[config.mk]
export PLATFORM = sky130hd
export DESIGN_NAME = scc_div_cell
export DESIGN_NICKNAME = d
export VERILOG_FILES = /design/src/hw/rtl/scc_div_cell.sv
export SDC_FILE = /design/constraint.sdc
export NUM_CORES = 1
export LEC_CHECK = 0
export ABC_AREA = 1
export BUFFER_PORTS_ARGS = -buffer_cell sky130_fd_sc_hd__buf_2
export CORE_AREA = 2 2 174 176
export CTS_CLUSTER_DIAMETER = 60
export DETAILED_ROUTE_END_ITERATION = 8
export DIE_AREA = 0 0 176 178
export GPL_TIMING_DRIVEN = 0
export PLACE_DENSITY = 0.65
export SYNTH_ARGS = -nofsm -noshare
export SYNTH_HDL_FRONTEND = slang
export SYNTH_SLANG_ARGS = --single-unit
[constraint.sdc]
create_clock -name clk -period 1 [get_ports clk]
set_input_delay 0.15 -clock clk [delete_from_list [all_inputs] [get_ports clk]]
set_output_delay 0.15 -clock clk [all_outputs]
set_load 0.1 [all_outputs]
[src/hw/rtl/scc_div_cell.sv]
`timescale 1ns / 1ps
// One quotient bit of a two-lane restoring divider sharing one divisor, with a tag.
// Depends on nothing; chained by the top level.
module scc_div_cell #(
    parameter int DW    = 65,
    parameter int VW    = 33,
    parameter int QW    = 30,
    parameter int BIT   = 29,
    parameter int TAG_W = 1
) (
    input  logic             clk,
    input  logic             rst_n,
    input  logic             in_valid,
    input  logic [TAG_W-1:0] in_tag,
    input  logic [VW-1:0]    in_div,
    input  logic [DW-1:0]    in_rem [2],
    input  logic [QW-1:0]    in_quo [2],
    output logic             out_valid,
    output logic [TAG_W-1:0] out_tag,
    output logic [VW-1:0]    out_div,
    output logic [DW-1:0]    out_rem [2],
    output logic [QW-1:0]    out_quo [2]
);

    logic             valid_reg;
    logic [TAG_W-1:0] tag_reg;
    logic [VW-1:0]    div_reg;
    logic [DW-1:0]    rem_reg  [2];
    logic [DW-1:0]    rem_next [2];
    logic [QW-1:0]    quo_reg  [2];
    logic [QW-1:0]    quo_next [2];
    logic [DW-1:0]    shifted;

    assign shifted = DW'(in_div) << BIT;

    always_comb
    begin
        for (int l = 0; l < 2; l++)
        begin
            if (in_rem[l] >= shifted)
            begin
                rem_next[l] = in_rem[l] - shifted;
                quo_next[l] = {in_quo[l][QW-2:0], 1'b1};
            end
            else
            begin
                rem_next[l] = in_rem[l];
                quo_next[l] = {in_quo[l][QW-2:0], 1'b0};
            end
        end
    end

    always_ff @(posedge clk or negedge rst_n)
    begin
        if (!rst_n)
        begin
            valid_reg <= 1'b0;
        end
        else
        begin
            valid_reg <= in_valid;
        end
    end

    always_ff @(posedge clk)
    begin
        tag_reg <= in_tag;
        div_reg <= in_div;
        for (int l = 0; l < 2; l++)
        begin
            rem_reg[l] <= rem_next[l];
            quo_reg[l] <= quo_next[l];
        end
    end

    assign out_valid = valid_reg;
    assign out_tag   = tag_reg;
    assign out_div   = div_reg;
    assign out_rem   = rem_reg;
    assign out_quo   = quo_reg;

endmodule

* Yosys cells after proc, flatten, opt, wreduce, memory -nomap -nowiden
Index checks and enable logic that the tools add are counted.
** Word-level totals
- Bits in registers :: 225
- Input bits :: 227
- Output and inout port bits :: 225
** Operators by class
- Add/subtract/negate cells :: 2
- $lt $le $gt $ge :: 2
- Multiplexer cells :: 4
** Operators with widths (count)
- 65-bit by 62-bit greater-or-equal comparator with 1-bit output :: 2
- 65-bit two-way mux :: 2
- 65-bit by 62-bit subtractor with 65-bit output :: 2
- 1-bit two-way mux :: 2

* Longest topological paths before layout
- Depth in word-level cells :: 2
- Depth in mapped cells :: 16
- Gate-level depth less buffers :: 16

* Worst setup path after synthesis
Ideal clock, no wire load.
- Path kind :: input to register
- From :: in in_rem[94] (netlist bit)
- To :: reg rem_reg, in the netlist out_rem[123]
- Setup time :: 0.058 ns
- Arrival :: 1.822 ns
- Required time :: 0.942 ns
- Path slack :: -0.880 ns
- Stages on the path :: 13
- Buffers on the path :: 1
- Cells stage by stage :: inv_1 ha_1 inv_1 fa_1 nand2_1 nand3_1 and2_1 nand4_1 nand3_2 nor2_4 buf_6 nand2_1 nand2_1
** RTL lines
- start, declared :: line 16 : input logic [DW-1:0] in_rem [2],
- end signal, assigned by index :: line 71 : rem_reg[l] <= rem_next[l];
- end, declared :: line 28 : logic [DW-1:0] rem_reg [2];

==> metrics <==
number of H-tree branching levels 1; number of nets still failing antenna checks after routing 0; Pre-Repair DR Iteration Count 5; HPWL reported at the end of detailed placement 40,580 µm; Post-Route Utilization 0.8226; Post-Synth Simple-Gate Area 0.3618; Tightest Hold Check Type primary input to flip-flop; actual transition at the worst max-transition pin 0.4474 ns; total count of hold-check failures in the final report 1; area taken by flip-flops and latches 0.004807 mm²; initial antenna violation count 14; first-pass GRT wire length 77,470 µm; largest net degree at the start of global routing 15; total length of routed met2 wires 31,440 µm; synthesis warning total 0; global route total overflow 0; Yosys reg bits 225; Layout area overhead 110.1%; worst setup path class primary input to flip-flop; TritonCTS Buffers 25; starting utilization of the core area 0.3916; net total in the final layout 2,852; boundary pin count 452; number of unique standard cell types used by synthesis 31; Cell Area, Synth 0.01151 mm²; CP delay by family, top simple AND/OR/NAND/NOR gates; detailed-route wire length per cell 22.35 µm; number of buffer cells added on primary ports 449; die area 0.03133 mm²; DR iter-0 viols 1,164; compound-gate portion of the synthesized area 0.02836; data required time of the critical path 1.45 ns; Main synth FF type sky130_fd_sc_hd__dfxtp_1; Worst EP arrival 2.23 ns; routed length on met3 6621 µm; violated checks hold timing, setup timing; Worst IR Drop VDD 2004 µV; nature of the critical path endpoint flip-flop; max-cap check violation count 0; met1 routed wirelength after detailed routing 23,200 µm; leakage 12.18 nW; highest metal layer with signal wires met5; setup repair after global routing missed its margin true; clock sink total 225; standard-cell row count 63; max-slew violation count 0; area share of xor/xnor cells in the synthesized design 0.02662; mux contribution to synthesized area 0; gate count of the mapped netlist 1,763; via count normalized by instance count 5.071; adder-cell area share of the yosys netlist 0.07519; slowest cell on the critical path sky130_fd_sc_hd__ha_1; Critical Path, Cell by Cell buf_2, inv_2, ha_1, nand2_1, nand2_1, nand2_1, nand2_1, nand2_1, nand2_2, nand2_2, nand2_2, nand2_4, buf_6, nand4_4, buf_12, clkbuf_16, nand2_1, nand2_1; number of flops mapped to enable cells by yosys 0; count of fill cells added during filler insertion 1,621; share of post-route cells with drive strength above 1 0.4569; worst hold slack after final layout -0.06346 ns; run status complete, but fails checks; worst-case setup margin in the final layout -0.7733 ns; mean post-synth cell area 6.531 µm²; element type at the critical path start primary input; register area share after synthesis 0.3916; Top cell by count, worst path sky130_fd_sc_hd__nand2_1; final critical delay including setup and external delays 1.773 ns; highest clock rate 563.9 MHz; residual DRC count 0; clk buf depth 3; Chip Height 178 µm; via count of the first global-routing pass 13,790; Period Utilization, post-route 1.773; total power divided by cell area 1666 mW/mm²; share of synthesized registers carrying an async set or reset 0.004444; Setup Viol. Count Final 299; Clk pin slew, worst setup/hold paths 0.07 ns; clock tree from TritonCTS built; multi-input combinational cell area 0.007440 mm²; GPL Wtd Cong 0.9851; root cell of the clock tree sky130_fd_sc_hd__clkbuf_16; net count after synthesis 2,058; Total Wirelength 66,410 µm; die width 176 µm; buffering stage count on the worst path with inverters included 5; overall fraction of global-route tracks in use 0.3309; delay contributed by the slowest stage of the critical path 0.36 ns; Slew Limit Headroom 0.7017; dominant combinational cell family by area after synthesis simple AND/OR/NAND/NOR gates; Critical Path Fanout Max 5; Via Count 15,070; core region area 0.02940 mm²
-- Yosys cell counts (all sizes together) (3+ instances only) --
master  number  area [µm²]
a21oi       48       266.5
and2         6       37.54
buf         12       127.6
dfxtp      224        4484
ha          66       825.8
inv        322        1209
nand2      793        2984
nand3       67       350.3
nand4       15       115.1
nor2       146       588.1
nor3        11       60.06
o21ai        3       15.01
o21bai       6       45.04
xor2        35       306.5
-- registers in the layout (all words and copies together), names as in the netlist --
name and cells:
out_div 33, out_quo 60, out_tag 1, out_valid 1
out_rem 130
-- placed cells by master (no fill, tap or decap), types with 19 or more instances in the layout --
cell type / n
sky130_fd_sc_hd__buf_2: 211
sky130_fd_sc_hd__nand2_4: 55
sky130_fd_sc_hd__nand2_1: 625
sky130_fd_sc_hd__a21oi_1: 39
sky130_fd_sc_hd__nor2_4: 21
sky130_fd_sc_hd__ha_4: 58
sky130_fd_sc_hd__dlygate4sd3_1: 224
sky130_fd_sc_hd__nor2_2: 19
sky130_fd_sc_hd__nand3_1: 54
sky130_fd_sc_hd__inv_1: 270
sky130_fd_sc_hd__buf_12: 246
sky130_fd_sc_hd__buf_4: 67
sky130_fd_sc_hd__nor2_1: 106
sky130_fd_sc_hd__nand2_2: 113
sky130_fd_sc_hd__inv_2: 29
sky130_fd_sc_hd__dfxtp_2: 216
sky130_fd_sc_hd__xor2_1: 35
sky130_fd_sc_hd__clkbuf_16: 32
-- area by class of cell --
class,count,area share
diodes,5,0.0005173
flip-flops and latches,225,0.1987
clock buffers,32,0.02861
inverters,323,0.05416
well taps,390,0.02017
plain buffers,12,0.008173
clock inverters,14,0.009156
multi-input cells,1203,0.3076
repair buffers,767,0.3729
-- where the power goes --
group | switching [W] | internal, W
Clock | 0.00437 | 0.00603
Combinational | 0.0120 | 0.00685
Sequential | 0.000917 | 0.0101
-- metrics by stage --
stage	cell area, µm²	cells	setup WS (ns)	setup TNS, ns	power [W]
floorplan	12080	1763	-0.7678	-52.30	0.02059
global placement	14810	2602	-1.651	-103.63	0.02341
detailed placement	14810	2602	-1.678	-103.99	0.02344
CTS	19710	2921	-0.5818	-137.39	0.03540
global route	24180	2969	-0.9010	-114.90	0.04129
finish	24190	2971	-0.7733	-104.41	0.04029
-- routing by layer --
metal | vias up | track usage
li1 | 6868 | -
met1 | 6867 | 0.3868
met2 | 987 | 0.5853
met3 | 333 | 0.07843
met4 | 10 | 0.1302
met5 | - | 0
-- final timing paths --
check	startpoint	endpoint	slack, ns	cells past startpoint
max in group asynchronous	rst_n	out_valid$_DFF_PN0_	0.47	3
min in group asynchronous	rst_n	out_valid$_DFF_PN0_	0.41	3
worst max-delay path	in_div[5]	out_rem[31]$_DFF_P_	-0.77	18
worst min-delay path	in_rem[128]	out_rem[128]$_DFF_P_	-0.06	3
-- logic make-up after synthesis --
kind of cell | after synthesis
flip-flops | 225
AND/OR/NAND/NOR | 1043
AO/OA/AOI/OAI | 57
adder cells (fa/ha/maj) | 68
XOR/XNOR | 35
buffers and inverters | 335
-- timing repair --
action                                  4_1_cts  5_1_grt
endpoints found under the setup margin      299      299
gates resized for setup                     289     1271
cloned                                        3        7
setup buffers                                49       38
endpoints found under the hold margin       224        4
hold buffers                                221        3
pin swaps                                    53       78
Note: power is estimated with default switching activity, not from simulation.
