File: config.mk
export PLATFORM = sky130hd
export DESIGN_NAME = scc_sqrt_cell
export DESIGN_NICKNAME = d
export VERILOG_FILES = /design/src/hw/rtl/scc_sqrt_cell.sv
export SDC_FILE = /design/constraint.sdc
export NUM_CORES = 1
export LEC_CHECK = 0
export CAP_MARGIN = 5
export CORE_AREA = 3 3 211 213
export DETAILED_ROUTE_END_ITERATION = 6
export DIE_AREA = 0 0 214 216
export DONT_BUFFER_PORTS = 1
export HOLD_SLACK_MARGIN = 0.03
export PLACE_DENSITY = 0.46
export SYNTH_ARGS = -nofsm -noshare
export SYNTH_HDL_FRONTEND = slang
export SYNTH_SLANG_ARGS = --single-unit
export TNS_END_PERCENT = 100
File: constraint.sdc
create_clock -name clk -period 0.8 [get_ports clk]
set_input_delay 0.08 -clock clk [delete_from_list [all_inputs] [get_ports clk]]
set_output_delay 0.08 -clock clk [all_outputs]
set_load 0.005 [all_outputs]
File: src/hw/rtl/scc_sqrt_cell.sv
`timescale 1ns / 1ps
// One digit step of a two-lane restoring square root, with a passing tag.
// Depends on nothing; chained by the top level.
module scc_sqrt_cell #(
    parameter int HALF  = 33,
    parameter int TAG_W = 1
) (
    input  logic                clk,
    input  logic                rst_n,
    input  logic                in_valid,
    input  logic [TAG_W-1:0]    in_tag,
    input  logic [2*HALF-1:0]   in_op   [2],
    input  logic [HALF+1:0]     in_rem  [2],
    input  logic [HALF-1:0]     in_root [2],
    output logic                out_valid,
    output logic [TAG_W-1:0]    out_tag,
    output logic [2*HALF-1:0]   out_op   [2],
    output logic [HALF+1:0]     out_rem  [2],
    output logic [HALF-1:0]     out_root [2]
);

    logic              valid_reg;
    logic [TAG_W-1:0]  tag_reg;
    logic [2*HALF-1:0] op_reg   [2];
    logic [2*HALF-1:0] op_next  [2];
    logic [HALF+1:0]   rem_reg  [2];
    logic [HALF+1:0]   rem_next [2];
    logic [HALF-1:0]   root_reg [2];
    logic [HALF-1:0]   root_next[2];
    logic [HALF+1:0]   cand     [2];
    logic [HALF+1:0]   trial    [2];

    always_comb
    begin
        for (int l = 0; l < 2; l++)
        begin
            cand[l]    = {in_rem[l][HALF-1:0], in_op[l][2*HALF-1 -: 2]};
            trial[l]   = {in_root[l], 2'b01};
            op_next[l] = {in_op[l][2*HALF-3:0], 2'b00};
            if (cand[l] >= trial[l])
            begin
                rem_next[l]  = cand[l] - trial[l];
                root_next[l] = {in_root[l][HALF-2:0], 1'b1};
            end
            else
            begin
                rem_next[l]  = cand[l];
                root_next[l] = {in_root[l][HALF-2:0], 1'b0};
            end
        end
    end

    always_ff @(posedge clk or negedge rst_n)
    begin
        if (!rst_n)
        begin
            valid_reg <= 1'b0;
        end
        else
        begin
            valid_reg <= in_valid;
        end
    end

    always_ff @(posedge clk)
    begin
        tag_reg <= in_tag;
        for (int l = 0; l < 2; l++)
        begin
            op_reg[l]   <= op_next[l];
            rem_reg[l]  <= rem_next[l];
            root_reg[l] <= root_next[l];
        end
    end

    assign out_valid = valid_reg;
    assign out_tag   = tag_reg;
    assign out_op    = op_reg;
    assign out_rem   = rem_reg;
    assign out_root  = root_reg;

endmodule

Yosys cells after proc, flatten, opt, wreduce, memory -nomap -nowiden
Index checks and enable logic that the tools add are counted.
{"block": "op_classes", "add_sub_neg": 2, "multipliers": 0, "n_div": 0, "magnitude_cmp": 2, "n_eq_ne": 0, "shift": 0, "n_mux": 4, "n_bitwise": 0, "reduce_logical": 0}
{"cell": ">= comparator 35 bit", "n": 2}
{"cell": "two-way mux 35 bit", "n": 2}
{"cell": "subtractor 35 bit", "n": 2}
{"cell": "two-way mux 1 bit", "n": 2}
{"block": "word_totals", "ff_bits": 266, "latch_bits": 0, "mem_bits_rw": 0, "rom_bits": 0, "inputBits": 272, "out_inout_bits": 270, "elab_cells": 16, "mem_count": 0}

Longest topological paths before layout
Gate-level depths: netlist of the first run.
{"block": "logic_depth", "word_depth": 2, "mapped_depth": 14}

Worst setup path after synthesis of the first run
No wires, ideal clock.
{"block": "synth_timing", "path_kind": "input to register", "start": "in in_root[16] in the netlist's numbering", "end": "reg rem_reg, in the netlist out_rem[14]", "arrival_time_ns": 2.294, "required_ns": 0.679, "slack_ns": -1.614, "path_stages": 12, "n_path_buf": 2, "cell_sequence": "inv_1 -> ha_1 -> buf_2 -> a21o_1 -> a31o_2 -> a221oi_1 -> nor2b_1 -> nor3_1 -> nor4_1 -> o22ai_1 -> buf_2 -> mux2_2"}
{"element": "start, declared", "line_no": "14", "source": "input logic [HALF-1:0] in_root [2],"}
{"element": "end signal, assigned by index", "line_no": "71", "source": "rem_reg[l] <= rem_next[l];"}
{"element": "end, declared", "line_no": "26", "source": "logic [HALF+1:0] rem_reg [2];"}

==> results of run 1 <==
==> synthesized netlist by cell type (12+ instances only) <==
| cell type | n |
|---|---|
| sky130_fd_sc_hd__dfxtp_1 | 265 |
| sky130_fd_sc_hd__nand2_1 | 105 |
| sky130_fd_sc_hd__inv_1 | 85 |
| sky130_fd_sc_hd__o21ai_0 | 80 |
| sky130_fd_sc_hd__ha_1 | 70 |
| sky130_fd_sc_hd__a21oi_1 | 61 |
| sky130_fd_sc_hd__nor2_1 | 39 |
| sky130_fd_sc_hd__xor2_1 | 35 |
| sky130_fd_sc_hd__a21o_1 | 29 |
| sky130_fd_sc_hd__xnor2_1 | 26 |
| sky130_fd_sc_hd__clkbuf_1 | 16 |
| sky130_fd_sc_hd__nor3_1 | 15 |
| sky130_fd_sc_hd__o21ai_1 | 14 |
| sky130_fd_sc_hd__a31oi_1 | 12 |
==> worst min-delay path by stage <==
stage                   endpoint  slack [ps]  cells after the start
floorplan              out_valid        -220                      0
global placement       out_valid        -220                      0
detailed placement     out_valid        -220                      0
CTS                 out_root[44]        -500                      0
global route        out_root[35]        -490                      0
finish              out_root[44]        -460                      0
==> sequential cells by signal, indices dropped and copies added (netlist names) <==
register   flops
out_op       128
out_rem       70
out_root      66
out_tag        1
out_valid      1
==> layout make-up <==
class                           instances  area (um^2)
Clock buffer                           35          788
Fill cell                            4008        24900
Sequential cell                       266         5700
Multi-Input combinational cell        618         5270
Tap cell                              585          732
Timing Repair Buffer                  519         4840
Inverter                               86          388
Clock inverter                         19          234
Antenna cell                            5         12.5
==> routing by layer <==
| layer | vias up | GRT usage | routed length (um) | part of all wire |
|---|---|---|---|---|
| li1 | 4464 | - | - | - |
| met1 | 4290 | 0.171 | 15300 | 0.38 |
| met2 | 369 | 0.287 | 20400 | 0.51 |
| met3 | 68 | 0.0621 | 3460 | 0.086 |
| met4 | 0 | 0.0585 | 1240 | 0.031 |
| met5 | - | 0 | 0 | 0 |
==> what timing repair did <==
item	CTS	global route
gates resized for setup	401	139
pin swaps	43	40
hold endpoints to repair	265	75
cloned	4	4
buffers inserted	23	9
endpoints found under the setup margin	338	338
hold buffers	212	33
==> power by group through the flow <==
stage | Clock (uW) | Combinational [uW] | Sequential, uW
2_1_floorplan | 0 | 3510 | 15200
3_3_place_gp | 0 | 5900 | 15700
3_5_place_dp | 0 | 5880 | 15600
4_1_cts | 14500 | 7690 | 15600
5_1_grt | 15100 | 9420 | 15700
6_report | 14100 | 8690 | 15600
==> logic make-up after synthesis <==
logic type / count (synthesis) / share of synthesized area
DFF: 266 / 0.538
xor gates and xnor gates: 61 / 0.0539
buffers and inverters: 118 / 0.0510
adders and majority gates: 70 / 0.0884
other: 1 / 0.000378
AOI/OAI and AO/OA: 259 / 0.164
and+or+nand+nor: 220 / 0.100
muxes: 4 / 0.00455
==> stage by stage <==
step / setup slack, ps / total power [uW] / TNS [ps] / cell area (um^2) / hold WS, ps
3_3_place_gp: -1840 / 21600 / -113100 / 12600 / -216
3_5_place_dp: -1810 / 21500 / -113330 / 12600 / -216
2_1_floorplan: -1430 / 18700 / -95140 / 10300 / -216
4_1_cts: -973 / 37800 / -119200 / 16900 / -502
6_report: -1010 / 38400 / -109810 / 18000 / -456
5_1_grt: -1050 / 40200 / -125020 / 18000 / -494
==> results.txt, run 1 <==
The flow ran to the end, but the final reports show violations. The number of violations of the max-capacitance limit is 0. The number of antenna violations at the first check in global routing was 5. Of the total power, the share spent switching nets is 0.272. The first-pass GRT wire length came out at 58.0 mm.

The number of register bits inferred by synthesis is 266. The number of synthesis warnings is 0. The overall routing resource usage is 0.160. The initial detailed-routing violation count came out at 339. After synthesis, the cell types taking the most area are sky130_fd_sc_hd__dfxtp_1, sky130_fd_sc_hd__ha_1, sky130_fd_sc_hd__o21ai_0, sky130_fd_sc_hd__nand2_1, sky130_fd_sc_hd__inv_1. Counting I/O delays and the setup requirement, the final critical path takes 1810 ps.

The routability congestion estimate from global placement came out at 0.854. For this run, the post-layout net count is 1862. Static timing analysis puts the maximum clock frequency at 553 MHz.

The share of layout cells above drive strength 1 is 0.511. The number of distinct library cells after synthesis came out at 63. The final-report max-slew violation count came out at 0. IR analysis of the VDD net gives a maximum drop of 1.74 mV. The detailed-routing iteration count for the pre-antenna-repair pass came out at 4.

The cell accounting for the most synthesized area is sky130_fd_sc_hd__dfxtp_1. The final global-route overflow total came out at 0. The worst stage delay on the critical path came out at 380 ps. Leaving out fill and tap cells, the most frequent cell in the layout is sky130_fd_sc_hd__dfxtp_2. The largest individual stage delay along the critical path comes from the cell sky130_fd_sc_hd__or3_1. In this run the tool buffered the top-level ports with 0 buffer cells. The register clock-pin slew on the reported worst setup and hold paths is 70 ps. The number of global-route vias before repair is 9653.

Following the worst setup path forward leads to its endpoint at out_rem[68]. The CTS tree is built. The final reports fail on hold timing, setup timing.

The maximum fanout encountered on the critical timing path came out at 3. For this configuration, the core starts out at a cell density of 0.231. The worst path buffer plus inverter count is 3.

The width of the chip came out at 214 um. The element type at the critical path start is an input port. The path class of the lowest-slack min-delay path is in -> reg.

The core occupancy in the finished layout came out at 0.419. The per-cell routed wire length is 18.9 um. The clock network fraction of total power came out at 0.368. The fraction of synthesis flops using an asynchronous set or reset pin is 0.00376. The floorplan has 76 rows.

The number of top-level pins is 542. The worst setup path startpoint is in_root[35]. The gate family responsible for the most delay along the worst path is compound AO/OA/AOI/OAI gates. The critical path is of the in -> reg type. In this run, CTS created clock tree buffers numbering 29.

Synthesis produced 999 cells. The launch instance of the worst min-delay path is in_root[43]. Setup repair after global routing could not meet its margin everywhere. The endpoint class of the critical path is a flop. The count of nets left with antenna violations once routing finished came out at 0. The final non-filler cell total is 2133. The sequential group share of total power is 0.406. The core footprint came out at 42900 um^2. The worst path required time came out at 1250 ps. The combinational cell fraction of total power came out at 0.226. Walking the worst path, the cells encountered are inv_8 > ha_4 > or3_1 > o22ai_2 > o21ai_2 > a31oi_4 > buf_6 > o21ai_4 > a31oi_1 > buf_4 > o21ai_4 > or3_1 > a31o_1. Dividing the detail-routed via count by the number of cells gives 4.31. The pin count of the biggest net entering global routing is 18. The most common flop cell mapped by yosys is sky130_fd_sc_hd__dfxtp_1.

The total clock sinks is 266. The instance count on the critical path came out at 13. The die footprint is 46200 um^2. The data arrival at the endpoint of the critical path came out at 2260 ps. The reported leakage power came out at 0.00779 uW. In this run the cell area of the synthesized design comes to 9910 um^2. The final number of setup-violating endpoints is 338.

Once detailed placement completed, the half-perimeter wirelength came to 29.0 mm. The vias after detailed routing came out at 9191. In the routed design, unresolved DRC markers number 0. The worst hold slack after final layout came out at -456 ps.

The internal power summed over all cells came out at 28000 uW. The average instance in the mapped netlist occupies 9.92 um^2. The top cell types in the final layout, fill and taps aside, are sky130_fd_sc_hd__dfxtp_2, sky130_fd_sc_hd__dlygate4sd3_1, sky130_fd_sc_hd__buf_4, sky130_fd_sc_hd__inv_1, sky130_fd_sc_hd__nand2_1.

For this design the total switching power over the nets is 10400 uW. The share of the cycle needed by the critical path after routing is 2.26. The tree is rooted in a sky130_fd_sc_hd__clkbuf_16.

The area growth from synthesis to layout came out at 81.3%. The share of synthesized area in the top cell type comes to 0.535. The die span in y came out at 216 um.

For this run, the register share of the synthesized area comes to 0.538. The power density normalized to cell area came out at 2140 nW/um^2. CTS built an H-tree with a depth of 1. Yosys mapped a number of flops with a built-in enable equal to 0. The final-report hold violation count was 43. For this block, the routed nets add up to 40.4 mm of wire.

The number of placed instances, taps included is 1794. The maximum buffer depth of the clock tree is 3. Setup slack on the critical path of the routed design comes to -1010 ps.
(Power assumes the default switching activity.)
==> inputs of run 2 (changes only) <==
==> constraint.sdc (replaced) <==
create_clock -name clk -period 2.3 [get_ports clk]
set_input_delay 0.23 -clock clk [delete_from_list [all_inputs] [get_ports clk]]
set_output_delay 0.23 -clock clk [all_outputs]
set_load 0.005 [all_outputs]
==> results.txt, run 2 (synthesis gave the netlist of run 1 again) <==
Run status: complete, but fails checks (unchanged). Failing checks: hold timing (was hold timing, setup timing). The setup slack of the critical path after layout came out at 102 ps (was -1010 ps).

The initial standard-cell utilization of the core is 0.231 (unchanged). The instance count along the most critical hold path came to 1 (was 0). The die span in y came out at 216 um (unchanged). The total setup buffers inserted after CTS came to 0 (was 23). The gate family responsible for the most delay along the worst path is compound AO/OA/AOI/OAI gates (unchanged). The initial detailed-routing violation count came out at 468 (was 339). The maximum buffer depth of the clock tree is 3 (unchanged).

The per-cell routed wire length came out at 18.6 um (was 18.9 um). Static timing analysis puts the maximum clock frequency at 455 MHz. The power density normalized to cell area came out at 785 nW/um^2 (was 2140 nW/um^2). The worst path required time is 2750 ps (was 1250 ps).

The slew of the pin with the lowest slew margin came out at 610 ps. The critical path start-end classification is in -> reg (unchanged). The worst hold slack after final layout is -238 ps (was -456 ps). The number of inserted diodes came out at 0 (was 5). The path class of the lowest-slack min-delay path is in -> reg (unchanged).

Top library cells by usage in the layout, fill and taps aside: sky130_fd_sc_hd__dfxtp_1, sky130_fd_sc_hd__dlygate4sd3_1, sky130_fd_sc_hd__buf_4, sky130_fd_sc_hd__nand2_1, sky130_fd_sc_hd__inv_1 (was sky130_fd_sc_hd__dfxtp_2, sky130_fd_sc_hd__dlygate4sd3_1, sky130_fd_sc_hd__buf_4, sky130_fd_sc_hd__inv_1, sky130_fd_sc_hd__nand2_1). The maximum ir drop on the vdd rail came to 0.561 mV (was 1.74 mV). The number of top-level pins came out at 542 (unchanged). Cells traversed along the worst timing path: inv_12 > ha_4 > nor2b_1 > o31a_1 > o21bai_1 > a21boi_0 > buf_4 > o31ai_2 > o21ai_0 > buf_4 > xor2_1 > mux2_4 (was inv_8 > ha_4 > or3_1 > o22ai_2 > o21ai_2 > a31oi_4 > buf_6 > o21ai_4 > a31oi_1 > buf_4 > o21ai_4 > or3_1 > a31o_1).

The number of clock buffers inserted by TritonCTS is 29 (unchanged). The number of global-route vias before repair came out at 9003 (was 9653). The final net count came out at 1752 (was 1862).

The die footprint is 46200 um^2 (unchanged). The worst slew slack as a fraction of its limit is 0.591. The final-report hold violation count came out at 6 (was 43). The residual antenna-violating net count after detailed routing is 0 (unchanged).

The mean number of vias per cell is 4.30 (was 4.31). The total clock sinks is 266 (unchanged). The vias after detailed routing is 8687 (was 9191). The number of buffers inserted by port buffering was 0 (unchanged).

The number of violations of the max-capacitance limit is 0 (unchanged). The sum of routed wire length over all layers is 37.6 mm (was 40.4 mm). The cell repeated most along the worst path is sky130_fd_sc_hd__buf_4.

The number of hold-repair buffers added at the cts stage was 260 (was 212). The worst path in the final design needs a cycle of 2200 ps, including I/O delays and setup. The total number of H-tree levels is 1 (unchanged). The number of placement rows was 76 (unchanged). The reported leakage power was 0.00686 uW (was 0.00779 uW). The worst path buffer plus inverter count is 3 (unchanged).

The final-report max-slew violation count was 0 (unchanged). The flip-flop count of the largest register after layout is 128 (unchanged). The CTS tree is built (unchanged). The pin count of the biggest net entering global routing came to 33 (was 18). The worst stage delay on the critical path was 500 ps (was 380 ps).

The routability congestion estimate from global placement came out at 0.845 (was 0.854). The area growth from synthesis to layout is 54.9% (was 81.3%). The data arrival at the endpoint of the critical path came out at 2640 ps (was 2260 ps).

The final number of setup-violating endpoints came out at 0 (was 338). The total power of the final layout is 12100 uW (was 38400 uW). The width of the chip came out at 214 um (unchanged).

The number of antenna violations at the first check in global routing came out at 2 (was 5). The commonest non-fill, non-tap cell in the layout was sky130_fd_sc_hd__dfxtp_1 (was sky130_fd_sc_hd__dfxtp_2). The endpoint class of the critical path is a flop (unchanged). The endpoint of the worst hold-timing path was out_rem[0] (was out_root[44]). The element type at the critical path start was an input port (unchanged). The core footprint came out at 42900 um^2 (unchanged). The final global-route overflow total is 0 (unchanged). The setup slack at placement came out at -444 ps (was -1810 ps). The share of layout cells above drive strength 1 is 0.158 (was 0.511). The register clock-pin slew on the reported worst setup and hold paths is 70 ps (about the same). The half-perimeter wire length after detailed placement is 28.0 mm (was 29.0 mm). The launch instance of the worst min-delay path was in_op[64] (was in_root[43]). The detailed-routing iteration count for the pre-antenna-repair pass was 4 (unchanged). The number of design rule violations left after detail routing came out at 0 (unchanged). The first-pass GRT wire length came to 55.7 mm (was 58.0 mm). Setup repair after global routing missed its margin: no (was yes).

The clock tree root buffer cell is sky130_fd_sc_hd__clkbuf_16 (unchanged). The share of the cycle needed by the critical path after routing came out at 0.955. The maximum fanout encountered on the critical timing path is 5 (was 3).

The standard cell with the maximum stage delay on the critical path was sky130_fd_sc_hd__o31ai_2 (was sky130_fd_sc_hd__or3_1). The overall routing resource usage came to 0.154 (was 0.160).
[run 2: cell types whose count changed in the layout (fill, tap and decap cells not counted), moves of 18 or more]
cell / before / now
sky130_fd_sc_hd__dfxtp_1: 1 / 265
sky130_fd_sc_hd__dfxtp_2: 248 / 0
sky130_fd_sc_hd__buf_4: 237 / 145
sky130_fd_sc_hd__nand2_1: 59 / 105
sky130_fd_sc_hd__o21ai_0: 20 / 63
sky130_fd_sc_hd__o21ai_2: 37 / 1
sky130_fd_sc_hd__ha_1: 41 / 64
sky130_fd_sc_hd__nand2_2: 23 / 0
sky130_fd_sc_hd__nand2_4: 23 / 0
sky130_fd_sc_hd__ha_4: 27 / 6
sky130_fd_sc_hd__buf_6: 18 / 0
[run 2: power breakdown]
group | total, uW | switching [uW] | internal [uW]
logic | 2190 | 1020 | 1170
clock network | 4520 | 1910 | 2620
registers | 5340 | 307 | 5030
[run 2: worst max-delay path by stage]
stage | start | to | slack (ps) | depth (start not counted)
6_report | in_root[33] | out_rem[51] | 100 | 12
3_5_place_dp | in_root[33] | out_rem[69] | -440 | 12
5_1_grt | in_root[33] | out_rem[69] | 6 | 12
3_3_place_gp | in_root[33] | out_rem[51] | -450 | 12
4_1_cts | in_root[33] | out_rem[69] | 140 | 12
2_1_floorplan | in_root[33] | out_rem[51] | -80 | 11
[run 2: what timing repair did]
action / CTS / global route
setup endpoints to repair: 0 / 3
endpoints found under the hold margin: 265 / 6
resized for setup: 0 / 1
[run 2: stage by stage]
step / cells / TNS [ps] / hold slack, ps / utilization / area (um^2)
finish: 2018 / 0 / -238 / 0.358 / 15400
global placement: 1704 / -12090 / -65.6 / 0.275 / 11800
floorplan: 1002 / -572 / -65.6 / - / 10100
CTS: 2018 / 0 / -277 / 0.358 / 15300
detailed placement: 1704 / -16650 / -65.6 / 0.275 / 11800
global route: 2018 / 0 / -266 / 0.358 / 15400
[run 2: cell type report]
class	instances	area [um^2]
Inverter	86	360
Sequential cell	266	5330
Tap cell	585	732
Clock inverter	12	113
Timing Repair Buffer	409	3770
Multi-Input combinational cell	618	4220
Fill cell	4255	27500
Clock buffer	42	825
[run 2: metal layers]
metal / routed length, um / share of wire / up-vias / GRT usage
li1: - / - / 4225 / -
met1: 15300 / 0.41 / 4043 / 0.185
met2: 18200 / 0.48 / 357 / 0.264
met3: 2900 / 0.077 / 62 / 0.0446
met4: 1200 / 0.032 / 0 / 0.0538
met5: 0 / 0 / - / 0
